**config.mk**
```make
export PLATFORM = sky130hd
export DESIGN_NAME = rgb_to_hsv_pixel
export DESIGN_NICKNAME = d
export VERILOG_FILES = /design/src/hdl/rgbhsv_pkg.sv /design/src/hdl/rgb_to_hsv_pixel.sv /design/src/hdl/rgbhsv_div_cell.sv /design/src/hdl/rgbhsv_front.sv
export SDC_FILE = /design/constraint.sdc
export NUM_CORES = 2
export LEC_CHECK = 0
export ABC_AREA = 1
export BUFFER_PORTS_ARGS = -buffer_cell sky130_fd_sc_hd__buf_4
export CAP_MARGIN = 20
export CORE_MARGIN = 3
export CORE_UTILIZATION = 50
export DETAILED_ROUTE_END_ITERATION = 8
export MAX_ROUTING_LAYER = met4
export PLACE_DENSITY = 0.73
export SLEW_MARGIN = 20
export SYNTH_ARGS = -nofsm -noshare
export SYNTH_HDL_FRONTEND = slang
export SYNTH_HIERARCHICAL = 1
export SYNTH_SLANG_ARGS = --single-unit
```
**constraint.sdc**
```tcl
create_clock -name clk -period 11.8 [get_ports clk]
set_clock_uncertainty 0.2 [all_clocks]
set_input_delay 1.77 -clock clk [delete_from_list [all_inputs] [get_ports clk]]
set_output_delay 1.77 -clock clk [all_outputs]
set_load 0.02 [all_outputs]
```
**src/hdl/rgbhsv_pkg.sv**
```systemverilog
package rgbhsv_pkg;
  localparam int HUE_FRAC_BITS_DEF = 6;
  localparam int SAT_BITS_DEF      = 16;
  localparam int CH_W              = 8;
  localparam int HUE_INT_W         = 9;
  localparam int DEG_PER_SECTOR    = 60;
  localparam int DEG_FULL          = 360;

  // per-stage control that travels down the divider row
  typedef struct packed {
    logic vld;
    logic undef;
  } ctl_t;
endpackage

```
**src/hdl/rgb_to_hsv_pixel.sv**
```systemverilog
// rgb to hsv converter for 8-bit pixels
// input: pulse start with in_red/in_green/in_blue; busy is always low, so a
//   new word can be given every clock cycle
// output: out_valid marks one cycle with out_hue, out_saturation, out_value
//   and out_hue_undefined; the receiver cannot stall and takes each word
//   in the cycle it appears
// pipeline: the front register, then the row of divider cells, one quotient
//   bit per cell
// throughput: one pixel per clock
// hue is in 1/2^HUE_FRAC_BITS degree, 0 up to below 360 degrees;
// saturation is delta/max as a SAT_BITS fraction clipped to all ones;
// black and grey pixels give hue 0 with out_hue_undefined set
// reset: rst_n low clears all valid flags in the row; words in flight are
//   dropped and no output is shown until new words arrive
module rgb_to_hsv_pixel #(
  parameter int HUE_FRAC_BITS = rgbhsv_pkg::HUE_FRAC_BITS_DEF,
  parameter int SAT_BITS      = rgbhsv_pkg::SAT_BITS_DEF
) (
  input  logic                                clk,
  input  logic                                rst_n,
  input  logic                                start,
  output logic                                busy,
  input  logic [rgbhsv_pkg::CH_W-1:0]         in_red,
  input  logic [rgbhsv_pkg::CH_W-1:0]         in_green,
  input  logic [rgbhsv_pkg::CH_W-1:0]         in_blue,
  output logic                                out_valid,
  output logic [rgbhsv_pkg::HUE_INT_W+HUE_FRAC_BITS-1:0] out_hue,
  output logic [SAT_BITS-1:0]                 out_saturation,
  output logic [rgbhsv_pkg::CH_W-1:0]         out_value,
  output logic                                out_hue_undefined
);
  import rgbhsv_pkg::*;

  localparam int HQ_W   = HUE_INT_W + HUE_FRAC_BITS;
  localparam int SQ_W   = SAT_BITS + 1;
  localparam int NCELL  = (HQ_W > SQ_W) ? HQ_W : SQ_W;
  localparam int N60_W  = HUE_INT_W + CH_W + 2;
  localparam int HN_W   = NCELL + N60_W;
  localparam int SN_W   = NCELL + CH_W;
  // full dividends with room for the bits that preload the remainder
  localparam int HP_W   = N60_W + HUE_FRAC_BITS + NCELL;
  localparam int SP_W   = CH_W + SAT_BITS + NCELL;

  ctl_t                ctl   [NCELL+1];
  logic [HN_W-1:0]     hnum  [NCELL+1];
  logic [CH_W:0]       hrem  [NCELL+1];
  logic [HQ_W-1:0]     hq    [NCELL+1];
  logic [SN_W-1:0]     snum  [NCELL+1];
  logic [CH_W:0]       srem  [NCELL+1];
  logic [SQ_W-1:0]     sq    [NCELL+1];
  logic [CH_W-1:0]     dlt   [NCELL+1];
  logic [CH_W-1:0]     mx    [NCELL+1];
  logic [HN_W-1:0]     hnum_front;
  logic [HP_W-1:0]     hpad;
  logic [SP_W-1:0]     spad;

  assign busy = 1'b0;

  rgbhsv_front #(.HN_W(HN_W)) u_front (
    .clk      (clk),
    .rst_n    (rst_n),
    .start    (start),
    .in_red   (in_red),
    .in_green (in_green),
    .in_blue  (in_blue),
    .ctl_r    (ctl[0]),
    .hnum_r   (hnum_front),
    .delta_r  (dlt[0]),
    .max_r    (mx[0])
  );

  // hue dividend n60 << HUE_FRAC_BITS; bits above the last NCELL go into
  // the starting remainder, which stays below delta since hue < 360 degrees
  assign hpad    = HP_W'(hnum_front[HN_W-1 -: N60_W]) << HUE_FRAC_BITS;
  assign hnum[0] = HN_W'(hpad[NCELL-1:0]) << (HN_W - NCELL);
  assign hrem[0] = (CH_W+1)'(hpad >> NCELL);
  assign hq[0]   = '0;
  // saturation dividend delta << SAT_BITS, split the same way
  assign spad    = SP_W'(dlt[0]) << SAT_BITS;
  assign snum[0] = SN_W'(spad[NCELL-1:0]) << (SN_W - NCELL);
  assign srem[0] = (CH_W+1)'(spad >> NCELL);
  assign sq[0]   = '0;

  // row of divider cells
  for (genvar i = 0; i < NCELL; i++) begin : g_cell
    rgbhsv_div_cell #(.HN_W(HN_W), .SN_W(SN_W), .HQ_W(HQ_W), .SQ_W(SQ_W)) u_cell (
      .clk      (clk),
      .rst_n    (rst_n),
      .ctl_in   (ctl[i]),
      .hnum_in  (hnum[i]),
      .hrem_in  (hrem[i]),
      .hq_in    (hq[i]),
      .snum_in  (snum[i]),
      .srem_in  (srem[i]),
      .sq_in    (sq[i]),
      .delta_in (dlt[i]),
      .max_in   (mx[i]),
      .ctl_r    (ctl[i+1]),
      .hnum_r   (hnum[i+1]),
      .hrem_r   (hrem[i+1]),
      .hq_r     (hq[i+1]),
      .snum_r   (snum[i+1]),
      .srem_r   (srem[i+1]),
      .sq_r     (sq[i+1]),
      .delta_r  (dlt[i+1]),
      .max_r    (mx[i+1])
    );
  end

  // outputs, saturation clipped, black and grey give zero hue and saturation
  always_comb begin
    out_valid         = ctl[NCELL].vld;
    out_hue_undefined = ctl[NCELL].undef;
    out_value         = mx[NCELL];
    out_hue           = ctl[NCELL].undef ? '0 : hq[NCELL];
    if (ctl[NCELL].undef) begin
      out_saturation = '0;
    end else begin
      out_saturation = sq[NCELL][SQ_W-1] ? '1 : sq[NCELL][SAT_BITS-1:0];
    end
  end
endmodule

```
**src/hdl/rgbhsv_div_cell.sv**
```systemverilog
// one restoring step for both quotients: shift in the next dividend bit, try subtract
module rgbhsv_div_cell #(
  parameter int HN_W  = 24,
  parameter int SN_W  = 24,
  parameter int HQ_W  = 15,
  parameter int SQ_W  = 17
) (
  input  logic                 clk,
  input  rgbhsv_pkg::ctl_t     ctl_in,
  input  logic [HN_W-1:0]      hnum_in,
  input  logic [rgbhsv_pkg::CH_W:0] hrem_in,
  input  logic [HQ_W-1:0]      hq_in,
  input  logic [SN_W-1:0]      snum_in,
  input  logic [rgbhsv_pkg::CH_W:0] srem_in,
  input  logic [SQ_W-1:0]      sq_in,
  input  logic [rgbhsv_pkg::CH_W-1:0] delta_in,
  input  logic [rgbhsv_pkg::CH_W-1:0] max_in,
  input  logic                 rst_n,
  output rgbhsv_pkg::ctl_t     ctl_r,
  output logic [HN_W-1:0]      hnum_r,
  output logic [rgbhsv_pkg::CH_W:0] hrem_r,
  output logic [HQ_W-1:0]      hq_r,
  output logic [SN_W-1:0]      snum_r,
  output logic [rgbhsv_pkg::CH_W:0] srem_r,
  output logic [SQ_W-1:0]      sq_r,
  output logic [rgbhsv_pkg::CH_W-1:0] delta_r,
  output logic [rgbhsv_pkg::CH_W-1:0] max_r
);
  import rgbhsv_pkg::*;

  logic [CH_W+1:0] htry, stry;
  logic [CH_W:0]   hrem_nxt, srem_nxt;
  logic            hbit, sbit;

  // trial subtraction for hue and saturation
  always_comb begin
    htry = {hrem_in, hnum_in[HN_W-1]} - {2'b00, delta_in};
    stry = {srem_in, snum_in[SN_W-1]} - {2'b00, max_in};
    hbit = ~htry[CH_W+1];
    sbit = ~stry[CH_W+1];
    hrem_nxt = hbit ? htry[CH_W:0] : {hrem_in[CH_W-1:0], hnum_in[HN_W-1]};
    srem_nxt = sbit ? stry[CH_W:0] : {srem_in[CH_W-1:0], snum_in[SN_W-1]};
  end

  // control
  always_ff @(posedge clk) begin
    if (!rst_n) begin
      ctl_r <= '0;
    end else begin
      ctl_r <= ctl_in;
    end
  end

  // payload
  always_ff @(posedge clk) begin
    hnum_r  <= {hnum_in[HN_W-2:0], 1'b0};
    snum_r  <= {snum_in[SN_W-2:0], 1'b0};
    hrem_r  <= hrem_nxt;
    srem_r  <= srem_nxt;
    hq_r    <= {hq_in[HQ_W-2:0], hbit};
    sq_r    <= {sq_in[SQ_W-2:0], sbit};
    delta_r <= delta_in;
    max_r   <= max_in;
  end
endmodule

```
**src/hdl/rgbhsv_front.sv**
```systemverilog
// max/min, sector select and hue numerator, registered
module rgbhsv_front #(
  parameter int HN_W = 24
) (
  input  logic                 clk,
  input  logic                 rst_n,
  input  logic                 start,
  input  logic [rgbhsv_pkg::CH_W-1:0] in_red,
  input  logic [rgbhsv_pkg::CH_W-1:0] in_green,
  input  logic [rgbhsv_pkg::CH_W-1:0] in_blue,
  output rgbhsv_pkg::ctl_t     ctl_r,
  output logic [HN_W-1:0]      hnum_r,
  output logic [rgbhsv_pkg::CH_W-1:0] delta_r,
  output logic [rgbhsv_pkg::CH_W-1:0] max_r
);
  import rgbhsv_pkg::*;

  logic [CH_W-1:0] hi, lo, dlt;
  logic signed [CH_W+1:0] diff;
  logic [2:0]      sect;
  logic [HUE_INT_W+CH_W:0] nsum;
  logic [HUE_INT_W+CH_W+1:0] n60;

  // largest and smallest channel
  always_comb begin
    hi = (in_red > in_green) ? in_red : in_green;
    if (in_blue > hi) hi = in_blue;
    lo = (in_red < in_green) ? in_red : in_green;
    if (in_blue < lo) lo = in_blue;
    dlt = hi - lo;
  end

  // sector offset and difference, red wins ties then green
  always_comb begin
    if (in_red == hi) begin
      sect = 3'd0;
      diff = $signed({2'b00, in_green}) - $signed({2'b00, in_blue});
    end else if (in_green == hi) begin
      sect = 3'd2;
      diff = $signed({2'b00, in_blue}) - $signed({2'b00, in_red});
    end else begin
      sect = 3'd4;
      diff = $signed({2'b00, in_red}) - $signed({2'b00, in_green});
    end
    // wrap a negative red-sector hue by adding six sectors
    if (sect == 3'd0 && diff[CH_W+1]) begin
      nsum = (HUE_INT_W+CH_W+1)'(6 * dlt) + (HUE_INT_W+CH_W+1)'(diff);
    end else begin
      nsum = (HUE_INT_W+CH_W+1)'(sect) * (HUE_INT_W+CH_W+1)'(dlt)
           + (HUE_INT_W+CH_W+1)'(diff);
    end
    n60 = (HUE_INT_W+CH_W+2)'(nsum) * (HUE_INT_W+CH_W+2)'(DEG_PER_SECTOR);
  end

  always_ff @(posedge clk) begin
    if (!rst_n) begin
      ctl_r <= '0;
    end else begin
      ctl_r.vld   <= start;
      ctl_r.undef <= (dlt == '0);
    end
  end

  always_ff @(posedge clk) begin
    hnum_r  <= HN_W'(n60) << (HN_W - (HUE_INT_W + CH_W + 2));
    delta_r <= dlt;
    max_r   <= hi;
  end
endmodule
```
* Word-level counts from Yosys, hierarchy flattened *
Cells that the tools add are included.

word-level totals
  memories = 0
  bits of input ports = 27
  memory bits (writable) = 0
  bits in read-only memories = 0
  latch bits = 0
  bits in registers = 930

cells by class
  mux-type cells = 44
  shifts and indexed selects = 0
  reductions and logical operators = 3
  $lt $le $gt $ge = 4
  equality and inequality tests = 2
  multiply operators = 3
  add/sub/neg operators = 40
  div/mod/pow operators = 0
  bitwise gates (word level) = 32

operators with widths
  operator                                             count
  subtractor 10 x 8 -> 10 bit                          32
  2-to-1 mux 9 bit                                     31
  2-to-1 mux 8 bit                                     5
  subtractor 8 x 8 -> 9 bit                            4
  2-to-1 mux 16 bit                                    2
  NOT 1 bit                                            32
  adder 12 x 10 -> 13 bit                              2
  2-to-1 mux 10 bit                                    2
  multiplier 18 x 4 -> 17 bit (second input constant)  1
  2-to-1 mux 18 bit                                    1
  equality test 8 bit                                  2
  greater-than comparator 8 bit                        2
  less-than comparator 8 bit                           2
  2-to-1 mux 15 bit                                    1
  multiplier 3 x 8 -> 11 bit                           1
  multiplier 2 x 8 -> 10 bit (first input constant)    1
  subtractor 9 x 8 -> 10 bit                           1
  zero test 8 bit                                      1
  subtractor 8 bit                                     1
  2-to-1 mux 3 bit                                     2
  zero test 3 bit                                      1
  logical AND 1 bit                                    1

* Longest topological paths before layout *
  depth in word-level cells = 11
  mapped depth = 66
  depth with buffers taken out = 64

* By module *
Netlist, hierarchy kept.

by module, submodules not included
  module                                   sequential area each (um^2)  area each (um^2)  times used  cells an instance
  rgbhsv_div_cell (g_cell[10].u_cell ...)  2542.4                       3972.6            13          395
  rgbhsv_div_cell (g_cell[0].u_cell ...)   2542.4                       3965.1            4           392
  rgbhsv_front                             700.7                        6246.0            1           888
  rgb_to_hsv_pixel                         0.0                          302.8             1           69

* Least setup slack after synthesis *
Ideal clock, no wire load.

  path type = input port to flip-flop
  start = input port in_green[4] (netlist bit)
  end = register u_front.hnum_r[35]
  required time = 11.530 ns
  library setup time = 0.070 ns
  cell stages on the path = 51
  buffers on the path = 2
  data arrival time = 10.148 ns
  path slack = 1.382 ns
  path through = inv_1 > ha_1 > nand2_2 > nor2_1 > nand3_1 > nand3_2 > nand2_2 > clkbuf_1 > o21ai_0 > inv_1 > ha_1 > nand2_1 > nor2_1 > a211oi_1 > nand2_2 > nand2_2 > buf_6 > nand2_1 > [... 15 more ...] > a21oi_1 > nor2_1 > o21ai_0 > nand2_1 > nand2_1 > inv_1 > o31ai_1 > ha_1 > xor2_1 > fa_1 > inv_1 > ha_1 > nand2_1 > o21ai_0 > nand3_1 > nand2_1 > a21oi_1 > o21bai_1

RTL lines
  what                                                                                RTL line                                source
  start, declared                                                                     rgb_to_hsv_pixel.sv:24                  input logic [rgbhsv_pkg::CH_W-1:0] in_green,
  greater-than comparator 8 bit / less-than comparator 8 bit (equally long branches)  rgbhsv_front.sv:26, rgbhsv_front.sv:28
  2-to-1 mux 8 bit, on equally long branches                                          rgbhsv_front.sv:26, rgbhsv_front.sv:28
  greater-than comparator 8 bit / less-than comparator 8 bit (equally long branches)  rgbhsv_front.sv:27, rgbhsv_front.sv:29
  2-to-1 mux 8 bit, on equally long branches                                          rgbhsv_front.sv:27, rgbhsv_front.sv:29
  subtractor 8 bit *                                                                  rgbhsv_front.sv:30                      dlt = hi - lo;
  via u_front.dlt[2]                                                                  rgbhsv_front.sv:18                      logic [CH_W-1:0] hi, lo, dlt;
  multiplier 3 x 8 -> 11 bit / multiplier 2 x 8 -> 10 bit (equally long branches)     rgbhsv_front.sv:49, rgbhsv_front.sv:47
  adder 12 x 10 -> 13 bit, on equally long branches                                   rgbhsv_front.sv:50, rgbhsv_front.sv:47
  2-to-1 mux 18 bit *                                                                 rgbhsv_front.sv:46                      if (sect == 3'd0 && diff[CH_W+1]) begin
  multiplier 18 x 4 -> 17 bit *                                                       rgbhsv_front.sv:52                      n60 = (HUE_INT_W+CH_W+2)'(nsum) * (HUE_INT_W+CH_W+2)'(DEG_PER_SECTOR);
  via u_front.n60[18]                                                                 rgbhsv_front.sv:22                      logic [HUE_INT_W+CH_W+1:0] n60;
  end signal, assigned                                                                rgbhsv_front.sv:65                      hnum_r <= HN_W'(n60) << (HN_W - (HUE_INT_W + CH_W + 2));
  end, declared                                                                       rgbhsv_front.sv:12                      output logic [HN_W-1:0] hnum_r,

The timed path passes the listed nets; every way through them passes the cells marked *.
A chain may end at the register's enable or synchronous reset.

* Final worst setup path *
  start = input port in_green[4] (netlist bit)
  end = register u_front.hnum_r[34]

between the ends
  longest elaborated chain between the ends = 11

ends and longest elaborated chain
  what                                                                             RTL line            source
  greater-than comparator 8 bit                                                    rgbhsv_front.sv:26  hi = (in_red > in_green) ? in_red : in_green;
  2-to-1 mux 8 bit *                                                               rgbhsv_front.sv:26
  greater-than comparator 8 bit                                                    rgbhsv_front.sv:27  if (in_blue > hi) hi = in_blue;
  2-to-1 mux 8 bit *                                                               rgbhsv_front.sv:27
  via u_front.hi[3]                                                                rgbhsv_front.sv:18
  parallel branches: the longest is 5 deep, another holds adder 12 x 10 -> 13 bit  -
  2-to-1 mux 18 bit *                                                              rgbhsv_front.sv:46
  multiplier 18 x 4 -> 17 bit *                                                    rgbhsv_front.sv:52
  via u_front.n60[17]                                                              rgbhsv_front.sv:22

Mark *: on every way through the listed nets, which the timed path passes.

==> metrics.txt <==
min cycle time layout=10.75 ns; final count of negative-setup-slack endpoints=0; WL per Instance=12.7 um; Num CTS Buffers=between 100 and 150; Row Count=117; Die Span X=329 um; CP Max Fanout=17; n_diodes=0; FMAX=93.0 MHz; Tcrit/Tclk final=0.911; Bufs on Longest Clock Path=3; synthesized area per cell=8.16 sq um; nets=slightly above 7,000; Overflow after GRT=0; met1 Use GR=0.238; final hold viol count=0; R2R depth=10; grt met3 use=0.0239; Post-CTS Setup Bufs=0; H-tree Lvls=3; clk sinks=1,166; hold_buf cts=0; Vias per Instance=4.81; vias after detailed routing=38,800; WP data arrival=11.15 ns; clock slew at reported path FFs=0.06 ns; Critical Path Most Common Cell=nand2_1; Slowest Stage Delay on Critical Path=0.54 ns; die area=108,000 sq um; DRT iter0 DRCs=~2,200; TritonRoute pass-1 iters=6; Worst Max-Slew Pin Slew=1.01 ns; GPL Wtd Cong=0.922; Syn. warnings=6; unrepaired setup endpoints after global routing=no; Mapped Cells=~6,400; share of cells above drive strength 1=0.103; critical path startpoint category=input port; Die H=329 um; Rel. slew slack=0.326; Final Hold Slack=0.0867 ns; overall routed net length=102,000 um; post-route insts no fill=8,077; initial antenna violation count=0; Crit Path Category=in -> reg; vias in the first global route=37,100; Max Cap Violations=0; setup ws final=1.05 ns; Setup TNS Final=0 ns; drt drc=0; Worst EP required=12.20 ns; Setup WS pre-CTS=around 0.37 ns; Final Slew Violations=0; first-pass GRT wire length=174,000 um; status=finished clean; Worst-Skew Late Latency=0.70 ns; layer with the highest usage=met2; P&R area growth vs syn=12.0%; Hold Path Class=reg -> reg; # port buffers=67; CTS tree=built; Starting Density=0.508; met2 usage=0.337; Clock Tree Root=clkbuf_16; HPWL Detailed=78,200 um; Inst Count DP=7,867; hold path depth=0; core area=103,000 sq um; fill cell total of the finished layout=slightly above 9,000; Routed Antenna Nets=0; # IOs=69; CP max-delay cell=fa_1; crit end category=flop; overall routing resource usage=0.196; CTS resizes=0; mapped cell area=~52,000 sq um; pin count of the biggest net entering global routing=37
## registers in the layout, indices dropped and copies added, names as in the netlist, 8 cells and up
name and flops:
u_front/hnum_r 17, g_cell.u_cell/hnum_r 136, g_cell.u_cell/delta_r 128, g_cell.u_cell/ctl_r 34
g_cell.u_cell/srem_r 144, u_front/delta_r 8, u_front/max_r 8, g_cell.u_cell/hrem_r 144
g_cell.u_cell/snum_r 136, g_cell.u_cell/max_r 136, g_cell.u_cell/sq_r 153, g_cell.u_cell/hq_r 120
## area by class of cell
cell class	instances	area (sq um)	area share
Tap cell	1368	1710	0.0293
Clock buffer	153	3200	0.0547
Sequential cell	1166	23300	0.399
Clock inverter	57	703	0.0120
Multi-Input combinational cell	4082	24500	0.419
Inverter	1162	4370	0.0747
Timing Repair Buffer	89	668	0.0114
## critical path: cells and delay by family
| family | cells | cell delay, ns |
|---|---|---|
| AO/OA/AOI/OAI | 10 | 1.79 |
| XOR/XNOR | 1 | 0.15 |
| AND/OR/NAND/NOR | 30 | 3.44 |
| buffers and inverters | 9 | 0.71 |
| adder cells (fa/ha/maj) | 9 | 3.27 |
## cells in the final DEF (no fill, tap or decap), drive strengths merged, types with 10 or more instances in the layout
master    instances
nor2            274
buf              89
xor2             58
nand2          1842
nand4            91
nand3           903
clkinv           29
clkbuf          153
a21oi           179
or2              50
conb             34
dfxtp          1166
fa               62
o21bai           11
clkinvlp         10
inv            1172
nand3b           34
xnor2            91
o21ai            50
ha              384
## metrics by stage
| stage | utilization | cell area [sq um] |
|---|---|---|
| final | 0.569 | 58500 |
| after floorplan | - | 52300 |
| after CTS | 0.569 | 58500 |
| after detailed placement | 0.531 | 54600 |
| after global routing | 0.569 | 58500 |
| after global placement | 0.531 | 54600 |
## worst paths after layout
| check | from | end | slack [ns] |
|---|---|---|---|
| max | in_green[4] | u_front/hnum_r[34] | 1.05 |
| min | g_cell[14].u_cell/hq_r[3] | g_cell[15].u_cell/hq_r[4] | 0.09 |
| min reg2reg | g_cell[14].u_cell/hq_r[3] | g_cell[15].u_cell/hq_r[4] | 0.09 |
| max reg2reg | g_cell[1].u_cell/max_r[4] | g_cell[2].u_cell/srem_r[7] | 9.61 |
## per-layer routing
metal	vias to the layer above	wire length (um)
met5	-	0
met4	0	2570
met3	181	3850
met2	707	49500
met1	17500	46500
li1	20400	-
Power is not shown: default switching activity piles up to over one toggle a cycle in this logic, so the estimate is an artifact.
